$ cat config.mk
export PLATFORM = sky130hd
export DESIGN_NAME = manhattan_nearest_match_with_ties_unit
export DESIGN_NICKNAME = d
export VERILOG_FILES = /design/src/rtl/core/nmt_pkg.sv /design/src/rtl/core/nmt_ram.sv /design/src/rtl/core/nmt_front.sv /design/src/rtl/core/nmt_back.sv /design/src/rtl/core/manhattan_nearest_match_with_ties_unit.sv
export SDC_FILE = /design/constraint.sdc
export NUM_CORES = 1
export LEC_CHECK = 0
export BUFFER_PORTS_ARGS = -buffer_cell sky130_fd_sc_hd__buf_4
export CAP_MARGIN = 20
export CORE_ASPECT_RATIO = 1.25
export CORE_UTILIZATION = 63
export CTS_BUF_LIST = sky130_fd_sc_hd__clkbuf_8 sky130_fd_sc_hd__clkbuf_16
export CTS_CLUSTER_DIAMETER = 40
export DETAILED_ROUTE_END_ITERATION = 8
export GPL_TIMING_DRIVEN = 0
export HOLD_SLACK_MARGIN = 0.08
export PLACE_DENSITY = 0.83
export SYNTH_ARGS = -nofsm -noshare
export SYNTH_HDL_FRONTEND = slang
export SYNTH_SLANG_ARGS = --single-unit
$ cat constraint.sdc
create_clock -name clk -period 8.9 [get_ports clk]
set_clock_uncertainty 0.2 [all_clocks]
set_input_delay 1.335 -clock clk [delete_from_list [all_inputs] [get_ports clk]]
set_output_delay 1.335 -clock clk [all_outputs]
set_load 0.01 [all_outputs]
$ cat src/rtl/core/nmt_pkg.sv
`timescale 1ns / 1ps
// ----------------------------------------------------------------------------
// nmt_pkg
// Shared types, constants and the distance function of the nearest match unit.
// ----------------------------------------------------------------------------
package nmt_pkg;

  // field widths
  localparam int ATTR_W    = 4;
  localparam int NUM_ATTRS = 7;
  localparam int ENTRY_W   = ATTR_W * NUM_ATTRS;
  localparam int IDX_W     = 5;
  localparam int DIST_W    = 7;
  localparam int TIE_W     = 6;
  localparam int CFG_W     = 6;
  // width that holds any table index or table size in range
  localparam int IDX_EXT_W = 9;

  // defaults and limits
  localparam int              DEF_TABLE_ENTRIES = 32;
  localparam int              MAX_SEARCH        = 32;
  localparam logic [CFG_W-1:0] CFG_RESET        = 6'd30;

  // operation codes
  localparam logic OP_WRITE = 1'b0;
  localparam logic OP_QUERY = 1'b1;

  // decoded item held in the queue
  typedef struct packed {
    logic                 is_query;
    logic                 in_range;
    logic [IDX_W-1:0]     idx;
    logic [ENTRY_W-1:0]   attrs;
  } nmt_cmd_t;

  // back end sequencer states
  typedef enum logic [1:0] {
    ST_IDLE,
    ST_SCAN,
    ST_DRAIN,
    ST_EMIT
  } nmt_state_t;

  // sum of absolute attribute differences
  function automatic logic [DIST_W-1:0] nmt_distance(
    input logic [ENTRY_W-1:0] entry,
    input logic [ENTRY_W-1:0] qry
  );
    logic [ATTR_W-1:0] e;
    logic [ATTR_W-1:0] q;
    logic [ATTR_W-1:0] d;
    logic [DIST_W-1:0] sum;
    sum = '0;
    for (int k = 0; k < NUM_ATTRS; k++) begin
      e = entry[ATTR_W*k +: ATTR_W];
      q = qry[ATTR_W*k +: ATTR_W];
      d = (e >= q) ? (e - q) : (q - e);
      sum = sum + {{(DIST_W-ATTR_W){1'b0}}, d};
    end
    return sum;
  endfunction

endpackage

$ cat src/rtl/core/nmt_ram.sv
`timescale 1ns / 1ps
// ----------------------------------------------------------------------------
// nmt_ram
// Generic single write port, single read port RAM with registered read data.
// ----------------------------------------------------------------------------
module nmt_ram #(
  parameter int WIDTH = 28,
  parameter int DEPTH = 32,
  localparam int AW   = (DEPTH > 1) ? $clog2(DEPTH) : 1
) (
  input  logic             clk,
  input  logic             we,
  input  logic [AW-1:0]    waddr,
  input  logic [WIDTH-1:0] wdata,
  input  logic [AW-1:0]    raddr,
  output logic [WIDTH-1:0] rdata_r
);

  logic [WIDTH-1:0] mem [DEPTH];

  // write port
  always_ff @(posedge clk) begin
    if (we) begin
      mem[waddr] <= wdata;
    end
  end

  // registered read port
  always_ff @(posedge clk) begin
    rdata_r <= mem[raddr];
  end

endmodule

$ cat src/rtl/core/nmt_front.sv
`timescale 1ns / 1ps
// ----------------------------------------------------------------------------
// nmt_front
// Accepts items, decodes operation and index range, and holds them in a
// two-entry queue for the back end.
// ----------------------------------------------------------------------------
module nmt_front
  import nmt_pkg::*;
#(
  parameter int TABLE_ENTRIES = DEF_TABLE_ENTRIES
) (
  input  logic               clk,
  input  logic               rst_n,
  input  logic               in_valid,
  output logic               in_stall,
  input  logic               in_operation,
  input  logic [IDX_W-1:0]   in_entry_index,
  input  logic [ATTR_W-1:0]  in_attr_logic,
  input  logic [ATTR_W-1:0]  in_attr_charisma,
  input  logic [ATTR_W-1:0]  in_attr_strength,
  input  logic [ATTR_W-1:0]  in_attr_agility,
  input  logic [ATTR_W-1:0]  in_attr_mystic,
  input  logic [ATTR_W-1:0]  in_attr_legitimacy,
  input  logic [ATTR_W-1:0]  in_attr_resistance,
  output logic               q_valid,
  output nmt_cmd_t           q_cmd,
  input  logic               q_pop
);

  nmt_cmd_t   q_mem_r [2];
  logic       wr_ptr_r, wr_ptr_nxt;
  logic       rd_ptr_r, rd_ptr_nxt;
  logic [1:0] cnt_r, cnt_nxt;
  nmt_cmd_t   dec;
  logic       push;

  // decode of the incoming item
  always_comb begin
    dec.is_query = (in_operation == OP_QUERY);
    dec.in_range = ({{(IDX_EXT_W-IDX_W){1'b0}}, in_entry_index}
                    < IDX_EXT_W'(TABLE_ENTRIES));
    dec.idx      = in_entry_index;
    dec.attrs    = {in_attr_resistance, in_attr_legitimacy, in_attr_mystic,
                    in_attr_agility, in_attr_strength, in_attr_charisma,
                    in_attr_logic};
  end

  // queue flags and pointers
  assign in_stall = (cnt_r == 2'd2);
  assign push     = in_valid && !in_stall;
  assign q_valid  = (cnt_r != 2'd0);
  assign q_cmd    = q_mem_r[rd_ptr_r];

  always_comb begin
    wr_ptr_nxt = push ? ~wr_ptr_r : wr_ptr_r;
    rd_ptr_nxt = q_pop ? ~rd_ptr_r : rd_ptr_r;
    cnt_nxt    = cnt_r + {1'b0, push} - {1'b0, q_pop};
  end

  always_ff @(posedge clk) begin
    if (!rst_n) begin
      wr_ptr_r <= 1'b0;
      rd_ptr_r <= 1'b0;
      cnt_r    <= 2'd0;
    end else begin
      wr_ptr_r <= wr_ptr_nxt;
      rd_ptr_r <= rd_ptr_nxt;
      cnt_r    <= cnt_nxt;
    end
  end

  // queue storage
  always_ff @(posedge clk) begin
    if (push) begin
      q_mem_r[wr_ptr_r] <= dec;
    end
  end

endmodule

$ cat src/rtl/core/nmt_back.sv
`timescale 1ns / 1ps
// ----------------------------------------------------------------------------
// nmt_back
// Carries out queued items: writes table entries, or walks the table with one
// distance unit, tracks the least distance and tie mask, then emits the ties.
// ----------------------------------------------------------------------------
module nmt_back
  import nmt_pkg::*;
#(
  parameter int TABLE_ENTRIES = DEF_TABLE_ENTRIES
) (
  input  logic               clk,
  input  logic               rst_n,
  input  logic [CFG_W-1:0]   entries_in_use,
  input  logic               q_valid,
  input  nmt_cmd_t           q_cmd,
  output logic               q_pop,
  output logic               out_valid,
  input  logic               out_stall,
  output logic [IDX_W-1:0]   out_match_index,
  output logic [DIST_W-1:0]  out_least_dist,
  output logic [TIE_W-1:0]   out_tie_count,
  output logic               out_exact_match,
  output logic               out_is_query_result,
  output logic               out_is_last
);

  localparam int SEARCH_MAX = (TABLE_ENTRIES < MAX_SEARCH) ? TABLE_ENTRIES : MAX_SEARCH;
  localparam int MASK_W     = SEARCH_MAX;
  localparam int MIDX_W     = (MASK_W > 1) ? $clog2(MASK_W) : 1;
  localparam int AW         = (TABLE_ENTRIES > 1) ? $clog2(TABLE_ENTRIES) : 1;

  nmt_state_t          state_r, state_nxt;
  logic [IDX_W-1:0]    scan_r;
  logic                rd_pend_r;
  logic [IDX_W-1:0]    rd_idx_r;
  logic [ENTRY_W-1:0]  qry_r;
  logic [CFG_W-1:0]    n_r;
  logic [DIST_W-1:0]   best_r;
  logic [MASK_W-1:0]   mask_r;
  logic [TIE_W-1:0]    count_r;
  logic [TIE_W-1:0]    sent_r;

  logic                out_valid_r;
  logic [IDX_W-1:0]    match_index_r;
  logic [DIST_W-1:0]   least_dist_r;
  logic [TIE_W-1:0]    tie_count_r;
  logic                exact_match_r;
  logic                is_query_r;
  logic                is_last_r;

  logic                slot_free;
  logic                scan_last;
  logic                emit_last;
  logic [CFG_W-1:0]    n_eff;
  logic                start;
  logic                rd_issue;
  logic                ram_we;
  logic                load_ack;
  logic                load_res;
  logic [ENTRY_W-1:0]  rdata;
  logic [DIST_W-1:0]   ent_dist;
  logic [MASK_W-1:0]   hit_bit;
  logic [IDX_W-1:0]    ffs_idx;
  logic [AW-1:0]       waddr;
  logic [AW-1:0]       raddr;
  logic [IDX_EXT_W-1:0] widx_ext;
  logic [IDX_EXT_W-1:0] ridx_ext;

  // prototype table
  assign widx_ext = {{(IDX_EXT_W-IDX_W){1'b0}}, q_cmd.idx};
  assign ridx_ext = {{(IDX_EXT_W-IDX_W){1'b0}}, scan_r};
  assign waddr    = widx_ext[AW-1:0];
  assign raddr    = ridx_ext[AW-1:0];

  nmt_ram #(
    .WIDTH (ENTRY_W),
    .DEPTH (TABLE_ENTRIES)
  ) u_table (
    .clk     (clk),
    .we      (ram_we),
    .waddr   (waddr),
    .wdata   (q_cmd.attrs),
    .raddr   (raddr),
    .rdata_r (rdata)
  );

  // effective search count from the register
  always_comb begin
    priority if (entries_in_use == '0) begin
      n_eff = CFG_W'(1);
    end else if (entries_in_use > CFG_W'(SEARCH_MAX)) begin
      n_eff = CFG_W'(SEARCH_MAX);
    end else begin
      n_eff = entries_in_use;
    end
  end

  // status terms
  assign slot_free = !out_valid_r || !out_stall;
  assign scan_last = ({1'b0, scan_r} == (n_r - CFG_W'(1)));
  assign emit_last = ((sent_r + TIE_W'(1)) == count_r);
  assign ent_dist  = nmt_distance(rdata, qry_r);
  assign hit_bit   = MASK_W'(1) << rd_idx_r[MIDX_W-1:0];

  // lowest tied entry still to send
  always_comb begin
    ffs_idx = '0;
    for (int i = MASK_W - 1; i >= 0; i--) begin
      if (mask_r[i]) begin
        ffs_idx = IDX_W'(i);
      end
    end
  end

  // next state
  always_comb begin
    state_nxt = state_r;
    unique case (state_r)
      ST_IDLE: begin
        if (q_valid && q_cmd.is_query) begin
          state_nxt = ST_SCAN;
        end
      end
      ST_SCAN: begin
        if (scan_last) begin
          state_nxt = ST_DRAIN;
        end
      end
      ST_DRAIN: begin
        state_nxt = ST_EMIT;
      end
      ST_EMIT: begin
        if (slot_free && emit_last) begin
          state_nxt = ST_IDLE;
        end
      end
      default: begin
        state_nxt = ST_IDLE;
      end
    endcase
  end

  // control outputs
  always_comb begin
    q_pop    = 1'b0;
    start    = 1'b0;
    rd_issue = 1'b0;
    ram_we   = 1'b0;
    load_ack = 1'b0;
    load_res = 1'b0;
    unique case (state_r)
      ST_IDLE: begin
        if (q_valid && q_cmd.is_query) begin
          q_pop = 1'b1;
          start = 1'b1;
        end else if (q_valid && slot_free) begin
          q_pop    = 1'b1;
          ram_we   = q_cmd.in_range;
          load_ack = 1'b1;
        end
      end
      ST_SCAN: begin
        rd_issue = 1'b1;
      end
      ST_DRAIN: begin
      end
      ST_EMIT: begin
        load_res = slot_free;
      end
      default: begin
      end
    endcase
  end

  // control state
  always_ff @(posedge clk) begin
    if (!rst_n) begin
      state_r     <= ST_IDLE;
      rd_pend_r   <= 1'b0;
      out_valid_r <= 1'b0;
    end else begin
      state_r   <= state_nxt;
      rd_pend_r <= rd_issue;
      if (load_ack || load_res) begin
        out_valid_r <= 1'b1;
      end else if (!out_stall) begin
        out_valid_r <= 1'b0;
      end
    end
  end

  // scan and least distance tracking
  always_ff @(posedge clk) begin
    if (!rst_n) begin
      best_r  <= '0;
      mask_r  <= '0;
      count_r <= '0;
    end else if (start) begin
      best_r  <= '1;
      mask_r  <= '0;
      count_r <= '0;
    end else if (rd_pend_r) begin
      if (ent_dist < best_r) begin
        best_r  <= ent_dist;
        mask_r  <= hit_bit;
        count_r <= TIE_W'(1);
      end else if (ent_dist == best_r) begin
        mask_r  <= mask_r | hit_bit;
        count_r <= count_r + TIE_W'(1);
      end
    end else if (load_res) begin
      mask_r <= mask_r & ~(MASK_W'(1) << ffs_idx[MIDX_W-1:0]);
    end
  end

  // query context and read pipeline
  always_ff @(posedge clk) begin
    if (start) begin
      qry_r  <= q_cmd.attrs;
      n_r    <= n_eff;
      scan_r <= '0;
      sent_r <= '0;
    end else begin
      if (rd_issue) begin
        scan_r <= scan_r + IDX_W'(1);
      end
      if (load_res) begin
        sent_r <= sent_r + TIE_W'(1);
      end
    end
    rd_idx_r <= scan_r;
  end

  // output register
  always_ff @(posedge clk) begin
    if (load_ack) begin
      match_index_r <= q_cmd.idx;
      least_dist_r  <= '0;
      tie_count_r   <= '0;
      exact_match_r <= 1'b0;
      is_query_r    <= 1'b0;
      is_last_r     <= 1'b1;
    end else if (load_res) begin
      match_index_r <= ffs_idx;
      least_dist_r  <= best_r;
      tie_count_r   <= count_r;
      exact_match_r <= (best_r == '0);
      is_query_r    <= 1'b1;
      is_last_r     <= emit_last;
    end
  end

  assign out_valid           = out_valid_r;
  assign out_match_index     = match_index_r;
  assign out_least_dist      = least_dist_r;
  assign out_tie_count       = tie_count_r;
  assign out_exact_match     = exact_match_r;
  assign out_is_query_result = is_query_r;
  assign out_is_last         = is_last_r;

endmodule

$ cat src/rtl/core/manhattan_nearest_match_with_ties_unit.sv
`timescale 1ns / 1ps
// ----------------------------------------------------------------------------
// manhattan_nearest_match_with_ties_unit
// Nearest prototype search by sum of absolute differences, with tie results.
// ----------------------------------------------------------------------------
//  port group | handshake          | payload
//  in_        | in_valid/in_stall  | operation, entry_index, seven attributes
//  out_       | out_valid/out_stall| match_index, least_dist, tie_count, flags
//  cfg_       | cfg_wr_en          | cfg_wr_data (entries in use)
//
// a write item gives one acknowledgment once the output register is free.
// a query walks N entries through the single distance unit (one table read
// per cycle, registered read), then gives one result per tied entry on the
// output. the two-entry queue takes items while the back end is busy, until
// it is full. rst_n is synchronous; the table holds no reset value and must
// be written first by the user: the block itself does not enforce this.
// ----------------------------------------------------------------------------
module manhattan_nearest_match_with_ties_unit
  import nmt_pkg::*;
#(
  parameter int TABLE_ENTRIES = DEF_TABLE_ENTRIES
) (
  input  logic               clk,
  input  logic               rst_n,
  input  logic               cfg_wr_en,
  input  logic [CFG_W-1:0]   cfg_wr_data,
  input  logic               in_valid,
  output logic               in_stall,
  input  logic               in_operation,
  input  logic [IDX_W-1:0]   in_entry_index,
  input  logic [ATTR_W-1:0]  in_attr_logic,
  input  logic [ATTR_W-1:0]  in_attr_charisma,
  input  logic [ATTR_W-1:0]  in_attr_strength,
  input  logic [ATTR_W-1:0]  in_attr_agility,
  input  logic [ATTR_W-1:0]  in_attr_mystic,
  input  logic [ATTR_W-1:0]  in_attr_legitimacy,
  input  logic [ATTR_W-1:0]  in_attr_resistance,
  output logic               out_valid,
  input  logic               out_stall,
  output logic [IDX_W-1:0]   out_match_index,
  output logic [DIST_W-1:0]  out_least_dist,
  output logic [TIE_W-1:0]   out_tie_count,
  output logic               out_exact_match,
  output logic               out_is_query_result,
  output logic               out_is_last
);

  logic [CFG_W-1:0] entries_in_use_r;
  logic             q_valid;
  nmt_cmd_t         q_cmd;
  logic             q_pop;

  // configuration register
  always_ff @(posedge clk) begin
    if (!rst_n) begin
      entries_in_use_r <= CFG_RESET;
    end else if (cfg_wr_en) begin
      entries_in_use_r <= cfg_wr_data;
    end
  end

  // accept and queue
  nmt_front #(
    .TABLE_ENTRIES (TABLE_ENTRIES)
  ) u_front (
    .clk                (clk),
    .rst_n              (rst_n),
    .in_valid           (in_valid),
    .in_stall           (in_stall),
    .in_operation       (in_operation),
    .in_entry_index     (in_entry_index),
    .in_attr_logic      (in_attr_logic),
    .in_attr_charisma   (in_attr_charisma),
    .in_attr_strength   (in_attr_strength),
    .in_attr_agility    (in_attr_agility),
    .in_attr_mystic     (in_attr_mystic),
    .in_attr_legitimacy (in_attr_legitimacy),
    .in_attr_resistance (in_attr_resistance),
    .q_valid            (q_valid),
    .q_cmd              (q_cmd),
    .q_pop              (q_pop)
  );

  // table, search and result emission
  nmt_back #(
    .TABLE_ENTRIES (TABLE_ENTRIES)
  ) u_back (
    .clk                 (clk),
    .rst_n               (rst_n),
    .entries_in_use      (entries_in_use_r),
    .q_valid             (q_valid),
    .q_cmd               (q_cmd),
    .q_pop               (q_pop),
    .out_valid           (out_valid),
    .out_stall           (out_stall),
    .out_match_index     (out_match_index),
    .out_least_dist      (out_least_dist),
    .out_tie_count       (out_tie_count),
    .out_exact_match     (out_exact_match),
    .out_is_query_result (out_is_query_result),
    .out_is_last         (out_is_last)
  );

  // exact match only with zero distance
  a_exact_zero: assert property (@(posedge clk) disable iff (!rst_n)
    out_valid && out_exact_match |-> out_least_dist == '0)
    else $error("exact match with nonzero distance");

  // a query result always reports at least one tie
  a_query_ties: assert property (@(posedge clk) disable iff (!rst_n)
    out_valid && out_is_query_result |-> out_tie_count != '0)
    else $error("query result with zero tie count");

  // a write acknowledgment is single and carries no tie count
  a_ack_form: assert property (@(posedge clk) disable iff (!rst_n)
    out_valid && !out_is_query_result |-> out_is_last && out_tie_count == '0)
    else $error("malformed write acknowledgment");

  // the queue never pops when empty
  a_no_underflow: assert property (@(posedge clk) disable iff (!rst_n)
    q_pop |-> q_valid)
    else $error("queue popped while empty");

endmodule

# Yosys cells after proc, flatten, opt, wreduce, memory -nomap -nowiden
# Memory sizes are Yosys's and may differ from the RTL's. A register that Yosys moved wholly into a read port is not among the register bits.
# Cells that the tools add are included.
# Widths: inputs -> output; s select.
[totals]
reg_bits = 130
mem_bits_rw = 964
output_inout_bits = 23
wordCells = 178
memories = 2
[classes]
addsub = 26
order_cmp = 9
eq_ne = 12
shift = 2
mux = 75
bitwise_logic = 6
n_reduce_logical = 24
[mem_list]
columns = ["memory", "depth", "width", "rd", "rd_clocked_by_memory_dff", "write_ports", "line", "source"]
rows = [
  ["u_back.u_table.mem", 32, 28, 1, 1, 1, "nmt_ram.sv:19", "logic [WIDTH-1:0] mem [DEPTH];"],
  ["u_front.q_mem_r", 2, 34, 1, 1, 1, "nmt_front.sv:30", "nmt_cmd_t q_mem_r [2];"],
]
[ops]
columns = ["cell", "n"]
rows = [
  ["$mux 5", 34],
  ["$mux 32", 4],
  ["$shl 1x5->32 const A", 2],
  ["$sub 4x4->4", 14],
  ["$add 7x4->7", 5],
  ["$and 32x32->32", 1],
  ["$not 32->32", 1],
  ["$or 32x32->32", 1],
  ["$ge 4x4->1", 7],
  ["$mux 4", 7],
  ["$mux 7", 3],
  ["$mux 1", 20],
  ["$mux 6", 3],
  ["$add 6x1->6 const B", 2],
  ["$reduce_bool 2->1", 6],
  ["$ne 2x1->1 const B", 4],
  ["$pmux 2 s4", 1],
  ["$eq 7x7->1", 1],
  ["$logic_not 7->1", 1],
  ["$lt 7x7->1", 1],
  ["$eq 2x2->1 const B", 3],
  ["$eq 5x6->1", 1],
  ["$eq 6x6->1", 1],
  ["$gt 6x6->1 const B", 1],
  ["other kinds (17)", 30],
]

# Logic depth before layout (Yosys ltp)
[logic_depth]
word_depth = 37
depth_mapped = 29
mapped_depth_nobuf = 27

# By module
# From an unflattened synthesis, not the netlist that was laid out.
[hier_totals]
cells_unflattened = 3000
hier_area_um2 = 46666.0
[modules_own_cells]
columns = ["module", "instances", "cells_each", "area_each_um2", "seq_area_each_um2"]
rows = [
  ["nmt_ram", 1, 1984, 35447.7, 27466.3],
  ["nmt_back", 1, 864, 8152.8, 2792.7],
  ["nmt_front", 1, 133, 2846.5, 2142.1],
  ["manhattan_nearest_match_with_ties_unit", 1, 19, 219.0, 120.1],
]

# Worst setup path before layout
# No wires, ideal clock.
[synth_timing]
path_type = "register -> register"
startpoint = "register u_back.u_table.rdata_r[0] (read register of u_back.u_table.mem)"
endpoint = "register u_back.mask_r[30]"
arrival_time_ns = 6.440
t_required_ns = 8.584
slack_ns = 2.144
path_stages_with_launch = 26
path_buffers = 0
period_less_slack_ns = 6.756
path_cell_list = "dfxtp_1 inv_1 ha_1 inv_1 fa_1 a21o_1 a21o_1 a21oi_1 mux2_2 fa_1 xnor2_1 fa_1 fa_1 inv_1 fa_1 ha_1 fa_1 a21o_1 a21o_1 ha_1 o21a_1 o22ai_1 a21oi_1 nor2_1 a32o_1 a31o_2"
[synth_between]
elab_chain_cells = 11
[synth_rtl]
columns = ["item", "line", "source"]
rows = [
  ["from (decl)", "nmt_ram.sv:16", "output logic [WIDTH-1:0] rdata_r"],
  ["$sub 4x4->4 or $ge 4x4->1 (tied branches)", "nmt_pkg.sv:57", "d = (e >= q) ? (e - q) : (q - e);"],
  ["$mux 4 (*)", "nmt_pkg.sv:57", ""],
  ["$add 4x4->5 (*)", "nmt_pkg.sv:58", "sum = sum + {{(DIST_W-ATTR_W){1'b0}}, d};"],
  ["$add 7x4->7 (*) (5 in series)", "nmt_pkg.sv:58", ""],
  ["$lt 7x7->1 or $eq 7x7->1 (tied branches)", "nmt_back.sv:204, nmt_back.sv:208", ""],
  ["$ne 3x3->1 (no line) or $mux 32 (tied branches)", "--", ""],
  ["$reduce_and 2->1 (no line) or $mux 32 (tied branches)", "--", ""],
  ["to (signal assigned)", "nmt_back.sv:206", "mask_r <= hit_bit;"],
  ["to (signal assigned)", "nmt_back.sv:209", "mask_r <= mask_r | hit_bit;"],
  ["to (signal assigned)", "nmt_back.sv:213", "mask_r <= mask_r & ~(MASK_W'(1) << ffs_idx[MIDX_W-1:0]);"],
  ["to (decl)", "nmt_back.sv:40", "logic [MASK_W-1:0] mask_r;"],
]
# Mark *: on every way between the ends. The rest lies on a longest branch, timed or not.
# A chain may end at the register's enable or synchronous reset.

# Final worst setup path
[layout_timing]
startpoint = "register u_back.qry_r[4]"
endpoint = "register u_back.mask_r[3]"
[layout_between]
elab_chain_cells = 11
[layout_rtl]
columns = ["item", "line", "source"]
rows = [
  ["from (decl)", "nmt_back.sv:37", "logic [ENTRY_W-1:0] qry_r;"],
  ["from (signal assigned)", "nmt_back.sv:220", "qry_r <= q_cmd.attrs;"],
  ["$sub 4x4->4 or $ge 4x4->1 (tied branches)", "nmt_pkg.sv:57", ""],
  ["$mux 4 (*)", "nmt_pkg.sv:57", ""],
  ["$add 4x4->5 (*)", "nmt_pkg.sv:58", ""],
  ["$add 7x4->7 (*) (5 in series)", "nmt_pkg.sv:58", ""],
  ["$lt 7x7->1 or $eq 7x7->1 (tied branches)", "nmt_back.sv:204, nmt_back.sv:208", ""],
  ["$ne 3x3->1 (no line) or $mux 32 (tied branches)", "--", ""],
  ["$reduce_and 2->1 (no line) or $mux 32 (tied branches)", "--", ""],
]
# Marked as above.

==> results.py <==
metrics = {
    "outcome": {
        "status": "complete, no violations",
    },
    "logic_synthesis": {
        "yosysSeqAreaShare": 0.7091,
        "avgSynthCellArea_sq_um": 19.13,
        "synth_edf_count": 1003,
        "synth_cell_types": 76,
        "syn_nets": 2549,
        "async_flop_share": 0,
        "yosysWarnings": 0,
        "syn-instance-count": 2397,
        "syn-cell-area_sq_mm": 0.04586,
        "synth_seq_cells": 1123,
        "synthFlopType": "edfxtp_1",
    },
    "sta": {
        "relSlewSlack": 0.2325,
        "grt_setup_unrepaired": "false",
        "clock.fmax_mhz": 118.2,
        "slew_viol_final": 0,
        "period_minus_slack_ns": 8.459,
        "finalCritPeriodShare": 0.9505,
        "finalHoldViolCount": 0,
        "finalSetupViolCount": 0,
        "tightestPinTransition_ns": 1.151,
        "setup_tns_ns": 0,
    },
    "layout": {
        "seqCellArea_sq_mm": 0.03252,
        "syn2layout_area_growth_pct": 14.87,
        "stdcell_count": 3673,
        "nFillCells": 3835,
        "multi_input_area_sq_mm": 0.01268,
        "antenna_cells": 0,
        "nets": 2773,
        "layout-drive-gt1-share": 0.2653,
    },
    "floorplan": {
        "dieHeight_um": 303.7,
        "core_area_sq_mm": 0.07198,
        "initial_core_util": 0.6371,
        "die-area_sq_mm": 0.07389,
        "die_w_um": 243.3,
        "ios": 68,
        "rows": 110,
    },
    "clock_tree": {
        "clk_latency_ns": 0.71,
        "cts.root.buffer_cell": "clkbuf_16",
        "clock_sinks": 1123,
        "cts_max_path_buffers": 3,
        "h-tree-depth": 3,
        "clk_pin_slew_worst_paths_ns": 0.06,
        "ctsHoldBuffers": 0,
        "cts_setup_buffers": 0,
        "ctsResizeCount": 0,
        "numCtsBuffers": 116,
        "cts_tree": "yes",
    },
    "route": {
        "first_iter_violations": 3430,
        "first_pass_iters": 6,
        "drt-wirelength-per-cell_um": 35.33,
        "ant_nets": 0,
        "dr_wl_met3_mm": 14.01,
        "drt-total-wl_mm": 129.8,
        "highest_layer": "met5",
        "drc_errors": 0,
        "route.met2.wl_mm": 65.04,
        "vias": 26046,
        "wirelength_met1_mm": 41.23,
        "via_per_inst": 7.091,
    },
    "setup_path": {
        "slowest_stage": "nor4bb_1",
        "worstPathArrival_ns": 8.88,
        "crit_chain": "ha_1 -> inv_1 -> fa_1 -> a21o_1 -> a21o_1 -> a21oi_1 -> mux2i_1 -> xnor2_1 -> ha_1 -> a21oi_1 -> xor2_1 -> fa_1 -> fa_1 -> inv_1 -> fa_1 -> fa_1 -> xor2_1 -> ha_1 -> a211oi_1 -> nand2b_1 -> o221ai_1 -> nor4bb_1 -> a22o_1 -> a31o_2",
        "max_stage_delay_ns": 0.95,
        "path_delay_family": "adder cells",
        "crit_path_frequent_cell": "fa_1",
        "crit_fanout": 4,
        "crit_required_ns": 9.32,
        "endpoint_kind": "register",
        "crit_type": "register to register",
        "start_kind": "register",
        "crit_buf_inv": 2,
    },
    "global_routing": {
        "grt_max_degree": 34,
        "globalRouteTotalUtil": 0.3559,
        "grt_overflow_total": 0,
        "grt_pass1_vias": 27124,
        "grt_pass1_wl_mm": 184.7,
        "grt_antenna_before_repair": 2,
    },
    "place": {
        "hpwl_mm": 77.18,
        "placed_cells": 3451,
        "place_congestion": 0.8908,
        "numPortBuffers": 65,
    },
    "flow_run": {
        "maxCapViolations": 0,
    },
    "hold_path": {
        "hp-class": "register to register",
    },
}
-- cell families after synthesis --
| kind of cell | count (synthesis) | share of synthesized area |
|---|---|---|
| AO/OA/AOI/OAI | 216 | 0.03369 |
| AND/OR/NAND/NOR | 305 | 0.03293 |
| adder cells (fa/ha/maj) | 107 | 0.03427 |
| XOR/XNOR | 50 | 0.009549 |
| flip-flops | 1123 | 0.7091 |
| buffers and inverters | 218 | 0.01994 |
| multiplexers | 378 | 0.1605 |
-- cell usage in the layout (no fill, tap or decap), types with 33 or more instances in the layout --
master	instances
clkbuf_16	120
a21oi_1	56
clkbuf_1	53
inv_1	128
nor2_4	33
mux2_2	59
nand2_1	84
a21o_1	35
mux2i_1	39
mux4_2	280
buf_4	66
nor2_1	51
dfxtp_1	120
edfxtp_1	1003
ha_1	76
-- cell type report --
type	count	share of cell area
tap	952	0.02261
buffer	106	0.009405
timing repair buffer	106	0.02655
multi-input combinational	1056	0.2407
clock buffer	123	0.05779
clock inverter	95	0.01767
inverter	112	0.007980
sequential	1123	0.6173
-- synthesized netlist by cell type (all sizes together), types with 31 or more instances --
| master | instances | share of area |
|---|---|---|
| inv | 112 | 0.0092 |
| mux4 | 280 | 0.14 |
| mux2i | 39 | 0.0085 |
| nor2 | 86 | 0.0071 |
| buf | 52 | 0.0064 |
| a21o | 35 | 0.0057 |
| edfxtp | 1003 | 0.66 |
| clkbuf | 54 | 0.0044 |
| dfxtp | 120 | 0.052 |
| fa | 31 | 0.014 |
| ha | 76 | 0.021 |
| mux2 | 59 | 0.014 |
| nand2 | 84 | 0.0069 |
| a21oi | 56 | 0.0061 |
-- metrics by stage --
| step | utilization | instance area [sq um] | setup WS [ns] | hold WS [ns] |
|---|---|---|---|---|
| floorplan | - | 45860 | 2.144 | 0.1290 |
| global placement | 0.6605 | 47540 | 0.9511 | 0.1411 |
| detailed placement | 0.6759 | 48650 | 0.7563 | 0.1405 |
| CTS | 0.7311 | 52630 | 0.5998 | 0.1499 |
| global route | 0.7319 | 52680 | 0.2261 | 0.1518 |
| finish | 0.7319 | 52680 | 0.4410 | 0.1494 |
-- routing by layer --
| layer | vias to the layer above | track usage |
|---|---|---|
| li1 | 10086 | - |
| met1 | 13214 | 0.4216 |
| met2 | 2189 | 0.5835 |
| met3 | 553 | 0.07958 |
| met4 | 4 | 0.2428 |
| met5 | - | 0 |
-- flip-flops by register name (all words and copies together), names as in the netlist, 5 cells and up, named ones only --
register,cells
entries_in_use_r,6
u_back.best_r,7
u_back.count_r,6
u_back.mask_r,32
u_back.n_r,6
u_back.out_least_dist,7
u_back.out_match_index,5
u_back.out_tie_count,6
u_back.qry_r,28
u_back.raddr,5
u_back.rd_idx_r,5
u_back.sent_r,6
u_back.u_table.mem,896
u_back.u_table.rdata_r,28
u_front.q_mem_r,68
-- path summary, 6_finish.rpt --
check / from / to / slack (ns) / depth (start not counted)
setup / recovery: u_back.qry_r[4] / u_back.mask_r[3] / 0.44 / 24
hold / removal: u_back.raddr[3] / u_back.rd_idx_r[3] / 0.15 / 0
setup reg to reg: u_back.qry_r[4] / u_back.mask_r[3] / 0.44 / 24
hold reg to reg: u_back.raddr[3] / u_back.rd_idx_r[3] / 0.15 / 0
Power is not shown: default switching activity piles up to over one toggle a cycle in this logic, so the estimate is an artifact.
